File: config.mk
export PLATFORM = sky130hd
export DESIGN_NAME = first_fit_chunk_pool_unit
export DESIGN_NICKNAME = d
export VERILOG_FILES = /design/src/rtl/ffcp_pkg.sv /design/src/rtl/first_fit_chunk_pool_unit.sv /design/src/rtl/ffcp_ctrl.sv /design/src/rtl/ffcp_datapath.sv
export VERILOG_INCLUDE_DIRS = /design/src /design/src/rtl
export SDC_FILE = /design/constraint.sdc
export NUM_CORES = 2
export LEC_CHECK = 0
export BUFFER_PORTS_ARGS = -buffer_cell sky130_fd_sc_hd__buf_2
export CORE_AREA = 2 2 370 372
export CTS_BUF_LIST = sky130_fd_sc_hd__clkbuf_2 sky130_fd_sc_hd__clkbuf_4 sky130_fd_sc_hd__clkbuf_8
export DETAILED_ROUTE_END_ITERATION = 7
export DIE_AREA = 0 0 372 374
export MAX_ROUTING_LAYER = met4
export PLACE_DENSITY_LB_ADDON = 0.05
export SYNTH_ARGS = -nofsm -noshare
export SYNTH_HDL_FRONTEND = slang
export SYNTH_SLANG_ARGS = --single-unit
export TNS_END_PERCENT = 5
File: constraint.sdc
create_clock -name clk -period 8.7 [get_ports clk]
set_input_delay 1.74 -clock clk [delete_from_list [all_inputs] [get_ports clk]]
set_output_delay 1.74 -clock clk [all_outputs]
set_load 0.01 [all_outputs]
File: src/rtl/assert_macros.svh
`ifndef ASSERT_MACROS_SVH
`define ASSERT_MACROS_SVH

// property checked at every clock edge outside reset
`define FFCP_ASSERT(lbl, clk, rst_n, prop, msg) \
    lbl: assert property (@(posedge clk) disable iff (!rst_n) prop) else $error(msg);

// consequent checked in the cycle after the antecedent
`define FFCP_ASSERT_NEXT(lbl, clk, rst_n, ante, cons, msg) \
    lbl: assert property (@(posedge clk) disable iff (!rst_n) ante |=> cons) else $error(msg);

`endif

File: src/rtl/ffcp_pkg.sv
`default_nettype none

package ffcp_pkg;

    localparam int MAX_ENTRIES = 16;
    localparam int LEN_W       = 16;
    localparam int ADDR_W      = 32;
    localparam int STAT_W      = 2;
    localparam int FREE_W      = 5;
    localparam int IDX_W       = (MAX_ENTRIES > 1) ? $clog2(MAX_ENTRIES) : 1;
    localparam int CNT_W       = $clog2(MAX_ENTRIES + 1);

    localparam int IN_BITS     = LEN_W + ADDR_W;
    localparam int IN_W        = ((IN_BITS + 7) / 8) * 8;
    localparam int OUT_BITS    = STAT_W + LEN_W + ADDR_W + FREE_W;
    localparam int OUT_W       = ((OUT_BITS + 7) / 8) * 8;

    typedef enum logic
    {
        OP_ADD = 1'b0,
        OP_REQ = 1'b1
    } op_t;

    typedef enum logic [STAT_W-1:0]
    {
        ST_OK    = 2'd0,
        ST_NOFIT = 2'd1,
        ST_FULL  = 2'd2
    } status_t;

    // controller to datapath
    typedef struct packed
    {
        logic load;
        logic exec;
    } cmd_t;

    // datapath to controller
    typedef struct packed
    {
        logic slot_free;
    } sts_t;

endpackage

`default_nettype wire

File: src/rtl/first_fit_chunk_pool_unit.sv
// an accepted request is captured, then executed in S_EXEC once the output register is free
// a new request is not accepted until the previous one has executed: a capture step plus one
//   compare/compact step over the 16-entry table
// a stalled output holds the engine in its execute step until m_tready
// reset clears the entry count, the controller and the output valid; table
//   contents stay undefined until written
`default_nettype none

module first_fit_chunk_pool_unit
(
    input  wire logic                        clk,
    input  wire logic                        rst_n,
    input  wire logic                        s_tvalid,
    output logic                             s_tready,
    input  wire logic [ffcp_pkg::IN_W-1:0]   s_tdata,  // length, base_address
    input  wire logic [0:0]                  s_tuser,  // operation
    output logic                             m_tvalid,
    input  wire logic                        m_tready,
    output logic [ffcp_pkg::OUT_W-1:0]       m_tdata   // status, granted_length, granted_base, free_count
);
    import ffcp_pkg::*;

    cmd_t              cmd;
    sts_t              sts;
    logic [STAT_W-1:0] out_status;
    logic [LEN_W-1:0]  out_len;
    logic [ADDR_W-1:0] out_base;
    logic [FREE_W-1:0] out_free;

    ffcp_ctrl u_ctrl
    (
        .clk      (clk),
        .rst_n    (rst_n),
        .s_tvalid (s_tvalid),
        .s_tready (s_tready),
        .sts      (sts),
        .cmd      (cmd)
    );

    ffcp_datapath u_datapath
    (
        .clk        (clk),
        .rst_n      (rst_n),
        .cmd        (cmd),
        .sts        (sts),
        .in_op      (s_tuser[0]),
        .in_len     (s_tdata[LEN_W-1:0]),
        .in_base    (s_tdata[LEN_W+ADDR_W-1:LEN_W]),
        .out_valid  (m_tvalid),
        .out_ready  (m_tready),
        .out_status (out_status),
        .out_len    (out_len),
        .out_base   (out_base),
        .out_free   (out_free)
    );

    assign m_tdata = {{(OUT_W - OUT_BITS){1'b0}}, out_free, out_base, out_len, out_status};

endmodule

`default_nettype wire

File: src/rtl/ffcp_ctrl.sv
`default_nettype none

module ffcp_ctrl
(
    input  wire logic            clk,
    input  wire logic            rst_n,
    input  wire logic            s_tvalid,
    output logic                 s_tready,
    input  wire ffcp_pkg::sts_t  sts,
    output ffcp_pkg::cmd_t       cmd
);
    import ffcp_pkg::*;

    typedef enum logic [1:0]
    {
        S_IDLE = 2'b01,
        S_EXEC = 2'b10
    } state_t;

    state_t state_reg;
    state_t state_next;

    always_ff @(posedge clk or negedge rst_n)
    begin
        if (!rst_n)
        begin
            state_reg <= S_IDLE;
        end
        else
        begin
            state_reg <= state_next;
        end
    end

    always_comb
    begin
        state_next = state_reg;
        s_tready   = 1'b0;
        cmd        = '0;
        case (state_reg)
            S_IDLE:
            begin
                s_tready = 1'b1;
                if (s_tvalid)
                begin
                    cmd.load   = 1'b1;
                    state_next = S_EXEC;
                end
            end
            S_EXEC:
            begin
                // wait until the output register can take the result
                if (sts.slot_free)
                begin
                    cmd.exec   = 1'b1;
                    state_next = S_IDLE;
                end
            end
            default:
            begin
                state_next = S_IDLE;
            end
        endcase
    end

endmodule

`default_nettype wire

File: src/rtl/ffcp_datapath.sv
`default_nettype none
`include "assert_macros.svh"

module ffcp_datapath
(
    input  wire logic                          clk,
    input  wire logic                          rst_n,
    input  wire ffcp_pkg::cmd_t                cmd,
    output ffcp_pkg::sts_t                     sts,
    input  wire logic                          in_op,
    input  wire logic [ffcp_pkg::LEN_W-1:0]    in_len,
    input  wire logic [ffcp_pkg::ADDR_W-1:0]   in_base,
    output logic                               out_valid,
    input  wire logic                          out_ready,
    output logic [ffcp_pkg::STAT_W-1:0]        out_status,
    output logic [ffcp_pkg::LEN_W-1:0]         out_len,
    output logic [ffcp_pkg::ADDR_W-1:0]        out_base,
    output logic [ffcp_pkg::FREE_W-1:0]        out_free
);
    import ffcp_pkg::*;

    // chunk table, contents undefined until written
    logic [LEN_W-1:0]  len_tab_reg  [MAX_ENTRIES];
    logic [ADDR_W-1:0] base_tab_reg [MAX_ENTRIES];
    logic [LEN_W-1:0]  len_tab_next  [MAX_ENTRIES];
    logic [ADDR_W-1:0] base_tab_next [MAX_ENTRIES];

    logic [CNT_W-1:0]  count_reg;
    logic [CNT_W-1:0]  count_next;

    op_t               op_reg;
    logic [LEN_W-1:0]  len_reg;
    logic [ADDR_W-1:0] base_reg;

    logic              out_valid_reg;
    logic              out_valid_next;
    logic [STAT_W-1:0] out_status_reg;
    logic [STAT_W-1:0] out_status_next;
    logic [LEN_W-1:0]  out_len_reg;
    logic [LEN_W-1:0]  out_len_next;
    logic [ADDR_W-1:0] out_base_reg;
    logic [ADDR_W-1:0] out_base_next;
    logic [FREE_W-1:0] out_free_reg;
    logic [FREE_W-1:0] out_free_next;

    logic [MAX_ENTRIES-1:0] hit;
    logic                   found;
    logic [IDX_W-1:0]       hit_idx;
    logic                   full;

    assign full = (count_reg >= CNT_W'(MAX_ENTRIES));

    // parallel compare against every valid entry
    always_comb
    begin
        for (int i = 0; i < MAX_ENTRIES; i++)
        begin
            hit[i] = (CNT_W'(i) < count_reg) && (len_tab_reg[i] >= len_reg);
        end
    end

    // first-hit priority encoder
    always_comb
    begin
        found   = 1'b0;
        hit_idx = '0;
        for (int i = MAX_ENTRIES - 1; i >= 0; i--)
        begin
            if (hit[i])
            begin
                found   = 1'b1;
                hit_idx = IDX_W'(i);
            end
        end
    end

    always_comb
    begin
        for (int j = 0; j < MAX_ENTRIES; j++)
        begin
            len_tab_next[j]  = len_tab_reg[j];
            base_tab_next[j] = base_tab_reg[j];
        end
        count_next      = count_reg;
        out_status_next = out_status_reg;
        out_len_next    = out_len_reg;
        out_base_next   = out_base_reg;
        out_free_next   = out_free_reg;

        if (cmd.exec)
        begin
            out_len_next  = '0;
            out_base_next = '0;
            if (op_reg == OP_ADD)
            begin
                if (full)
                begin
                    out_status_next = ST_FULL;
                end
                else
                begin
                    out_status_next = ST_OK;
                    for (int j = 0; j < MAX_ENTRIES; j++)
                    begin
                        if (count_reg[IDX_W-1:0] == IDX_W'(j))
                        begin
                            len_tab_next[j]  = len_reg;
                            base_tab_next[j] = base_reg;
                        end
                    end
                    count_next = count_reg + CNT_W'(1);
                end
            end
            else if (found)
            begin
                out_status_next = ST_OK;
                out_len_next    = len_tab_reg[hit_idx];
                out_base_next   = base_tab_reg[hit_idx];
                // entries past the hit move up one place
                for (int j = 0; j < MAX_ENTRIES - 1; j++)
                begin
                    if (IDX_W'(j) >= hit_idx)
                    begin
                        len_tab_next[j]  = len_tab_reg[j+1];
                        base_tab_next[j] = base_tab_reg[j+1];
                    end
                end
                count_next = count_reg - CNT_W'(1);
            end
            else
            begin
                out_status_next = ST_NOFIT;
            end
            out_free_next = FREE_W'(count_next);
        end
    end

    always_comb
    begin
        if (cmd.exec)
        begin
            out_valid_next = 1'b1;
        end
        else if (out_ready)
        begin
            out_valid_next = 1'b0;
        end
        else
        begin
            out_valid_next = out_valid_reg;
        end
    end

    always_ff @(posedge clk or negedge rst_n)
    begin
        if (!rst_n)
        begin
            count_reg     <= '0;
            out_valid_reg <= 1'b0;
        end
        else
        begin
            count_reg     <= count_next;
            out_valid_reg <= out_valid_next;
        end
    end

    always_ff @(posedge clk)
    begin
        for (int j = 0; j < MAX_ENTRIES; j++)
        begin
            len_tab_reg[j]  <= len_tab_next[j];
            base_tab_reg[j] <= base_tab_next[j];
        end
        if (cmd.load)
        begin
            op_reg   <= op_t'(in_op);
            len_reg  <= in_len;
            base_reg <= in_base;
        end
        out_status_reg <= out_status_next;
        out_len_reg    <= out_len_next;
        out_base_reg   <= out_base_next;
        out_free_reg   <= out_free_next;
    end

    assign sts.slot_free = !out_valid_reg || out_ready;
    assign out_valid     = out_valid_reg;
    assign out_status    = out_status_reg;
    assign out_len       = out_len_reg;
    assign out_base      = out_base_reg;
    assign out_free      = out_free_reg;

    `FFCP_ASSERT(a_count_bound, clk, rst_n, count_reg <= CNT_W'(MAX_ENTRIES), "entry count over table size")
    `FFCP_ASSERT(a_exec_slot, clk, rst_n, cmd.exec |-> (!out_valid_reg || out_ready), "result would overwrite a pending output")
    `FFCP_ASSERT_NEXT(a_add_grows, clk, rst_n, cmd.exec && op_reg == OP_ADD && !full, count_reg == $past(count_reg) + CNT_W'(1), "add did not grow the table")
    `FFCP_ASSERT_NEXT(a_grant_shrinks, clk, rst_n, cmd.exec && op_reg == OP_REQ && found, count_reg == $past(count_reg) - CNT_W'(1), "grant did not shrink the table")

endmodule

`default_nettype wire

==> impl_results.md <==
* Status: finished, final reports clean
* Synth Area in Simple Gates at 0.0736
* TritonCTS Sinks at 880
* Most frequent cells in the layout: edfxtp_1 (872), a21o_1 (700), ha_1 (261), nand3_1 (252), o21ai_0 (199)
* Synth area leader: edfxtp_1
* Max-slew violation count at 0
* DP Cell Count at 5563
* Pwr Density at 289 nW/µm²
* Relative slew slack at 0.0700
* Clock period minus worst slack at 6950 ps
* Wire length per cell at 30.0 µm
* Vias at 34230
* Hold_sp: u_datapath.base_reg[23]
* Area growth from synthesis to layout at 12.2%
* Sequential area share after synthesis at 0.560
* Post-Synth Adder-Cell Area at 0.0694
* Vias in the first global route at 34127
* Most common cell after layout, fill and taps aside: edfxtp_1
* Layout Nets at 4269
* RSZ-0062 raised after global routing: false
* Worst setup SP type: flop
* Netlist Area Pre-Place at 47100 µm²
* Util after Layout at 0.391
* Worst Max-Slew Pin Slew at 1390 ps
* Worst hold path type: reg -> reg
* Number of flops mapped to enable cells by yosys at 872
* DR pass1 iterations at 6
* Final Hold Viols at 0
* Post-route insts no fill at 5871
* Clock-pin slew on the worst setup and hold paths at 60 ps
* FFs w/ async S/R, synth at 0.00909
* Syn_area_per_cell at 12.0 µm²
* Synthesized Nets at 4244
* Main synth FF type: edfxtp_1
* Critical-path top delay cell: a2111oi_0
* Clock root cell: clkbuf_8
* DP Worst Slack at 1740 ps
* Critical-path maximum fanout at 49
* Fraction of layout cells with a size suffix above 1 at 0.149
* DR iter-0 viols at 3126
* CTS tree: yes
* Worst Setup End Kind: flop
* Cell variety after synth at 79
* Largest register FFs at 512
* Drt drc at 0
* Max-cap violation count at 0
* Final period utilization at 0.799
* DP Wirelength at 107 mm
* Yosys warnings at 0
* Io pins at 111
* Final WS setup at 1750 ps
* Reg2Reg Launch Point: u_datapath.len_reg[7]
* Maximum vdd ir drop at 0.310 mV
* Synth top area cells: edfxtp_1 (56%), a21o_1 (11%), ha_1 (6.9%)
* Largest net degree at the start of global routing at 157
* GRT Total Usage at 0.258
* Starting density of the core at 0.349
* Initial antenna violation count at 6
* CP startpoint: u_datapath.len_reg[7]
* Synthesized flop and latch total at 880
* Largest family of logic cells by synthesized area: compound AO/OA/AOI/OAI gates
* Multiplexer share of the synthesized area at 0.0331
* CTS resizes at 0
* First-pass GRT wire length at 253 mm
* GRT overflow at 0
* Post-CTS setup buffer count at 0
* Post-Route WL at 176 mm
* Synth top area share at 0.556
* Die height at 374 µm
* Max Freq at 144 MHz
* Leak Pwr at 22.2 nW
* Worst Setup Path Type: reg -> reg
* Critical Path, Cell by Cell: inv_1 > ha_1 > a21oi_1 > o211ai_1 > a21oi_1 > o21ai_2 > a31oi_1 > o211ai_1 > a41oi_4 > buf_4 > buf_4 > mux2i_1 > o31ai_1 > a2111oi_0 > a211oi_1
* Design Power at 15.3 mW
* CP top delay family: compound AO/OA/AOI/OAI gates
* DIE WIDTH at 372 µm
* Antenna Violating Nets Remaining at 0
* Setup TNS at 0 ps
* CORE AREA at 135000 µm²
* Max incr delay on CP at 930 ps
* Hold buffers post-CTS at 0
* Input/output buffers at 109
* DIE AREA at 139000 µm²
* # fillers at 13064
* WP data arrival at 7580 ps
* Worst path bufs/invs at 3
* Final clock skew at 52.0 ps
* H-tree depth at 4
* RePlAce Congestion at 0.909
* Finish-stage setup viols at 0
* Post-synthesis cell count at 3930
* Required @ worst endpoint at 9330 ps
* Compound-Gate Fraction of Synth Area at 0.226
* XOR/XNOR Fraction of Synth Area at 0.00112
* Row count at 135
* Clock Latency Late Sink at 930 ps
* TritonCTS Buffers at 171
* Average via count per standard cell at 5.83
* Clock tree buffer depth at 3
## per-stage QoR
stage | area [µm²] | hold slack (ps)
4_1_cts | 52800 | 432
2_1_floorplan | 47100 | 417
3_5_place_dp | 49500 | 428
6_report | 52800 | 438
5_1_grt | 52800 | 451
3_3_place_gp | 49500 | 421
## worst paths after layout
path / cells after the start / endpoint / slack (ps)
min in group asynchronous: 1 / u_ctrl.state_reg[1] / 800
hold / removal: 0 / u_datapath.base_tab_reg[15][23] / 440
setup / recovery: 15 / u_datapath.out_len[6] / 1750
max in group asynchronous: 1 / u_datapath.count_reg[4] / 7520
setup reg to reg: 15 / u_datapath.out_len[6] / 1750
hold reg to reg: 0 / u_datapath.base_tab_reg[15][23] / 440
## where the power goes
part           internal (mW)  switching (mW)  leakage [nW]
clock                   2.22            1.93          1.76
sequential              5.02           0.126          8.04
combinational           1.79            4.19          12.4
total                   9.04            6.24          22.2
## per-layer routing
metal / up-vias / wire length (µm) / part of all wire / GRT usage
li1: 15324 / - / - / -
met1: 17545 / 81400 / 0.46 / 0.357
met2: 1118 / 81200 / 0.46 / 0.391
met3: 243 / 8860 / 0.050 / 0.0389
met4: 0 / 4610 / 0.026 / 0.0722
met5: - / 0 / 0 / -
## kinds of logic after synthesis
logic type,count (synthesis)
multiplexers,150
XOR/XNOR,6
other,1
flip-flops,880
AND/OR/NAND/NOR,728
AO/OA/AOI/OAI,1495
buffers and inverters,409
adder cells (fa/ha/maj),261
## cells in the mapped netlist, drive strengths merged (46+ instances only)
| master | count |
|---|---|
| o31ai | 46 |
| a211oi | 115 |
| o21ai | 204 |
| clkbuf | 273 |
| nand2 | 163 |
| a31oi | 55 |
| nand3 | 252 |
| edfxtp | 872 |
| nor2 | 160 |
| ha | 261 |
| and3 | 47 |
| a311o | 46 |
| buf | 85 |
| mux2 | 47 |
| a21oi | 174 |
| inv | 50 |
| a21o | 700 |
| mux2i | 103 |
| a2111oi | 51 |
## final cells by class
class / instances / area (µm²) / share of cell area
diodes: 2 / 5.00 / 0.0000948
repair buffers: 210 / 1380 / 0.0261
clock buffers: 238 / 2880 / 0.0544
multi-input cells: 2641 / 19300 / 0.366
inverters: 51 / 195 / 0.00370
flip-flops and latches: 880 / 26400 / 0.500
well taps: 1781 / 2230 / 0.0422
clock inverters: 68 / 418 / 0.00791
## worst reg2reg max path, cell delays in order, from the launching register on
cell and delay (ps):
edfxtp_1 380, inv_1 630, ha_1 370, a21oi_1 570, o211ai_1 200, a21oi_1 630, o21ai_2 150, a31oi_1 210
o211ai_1 180, a41oi_4 570, buf_4 790, buf_4 580, mux2i_1 280, o31ai_1 80, a2111oi_0 930, a211oi_1 120
No activity file was read; power rests on OpenSTA's default activity.
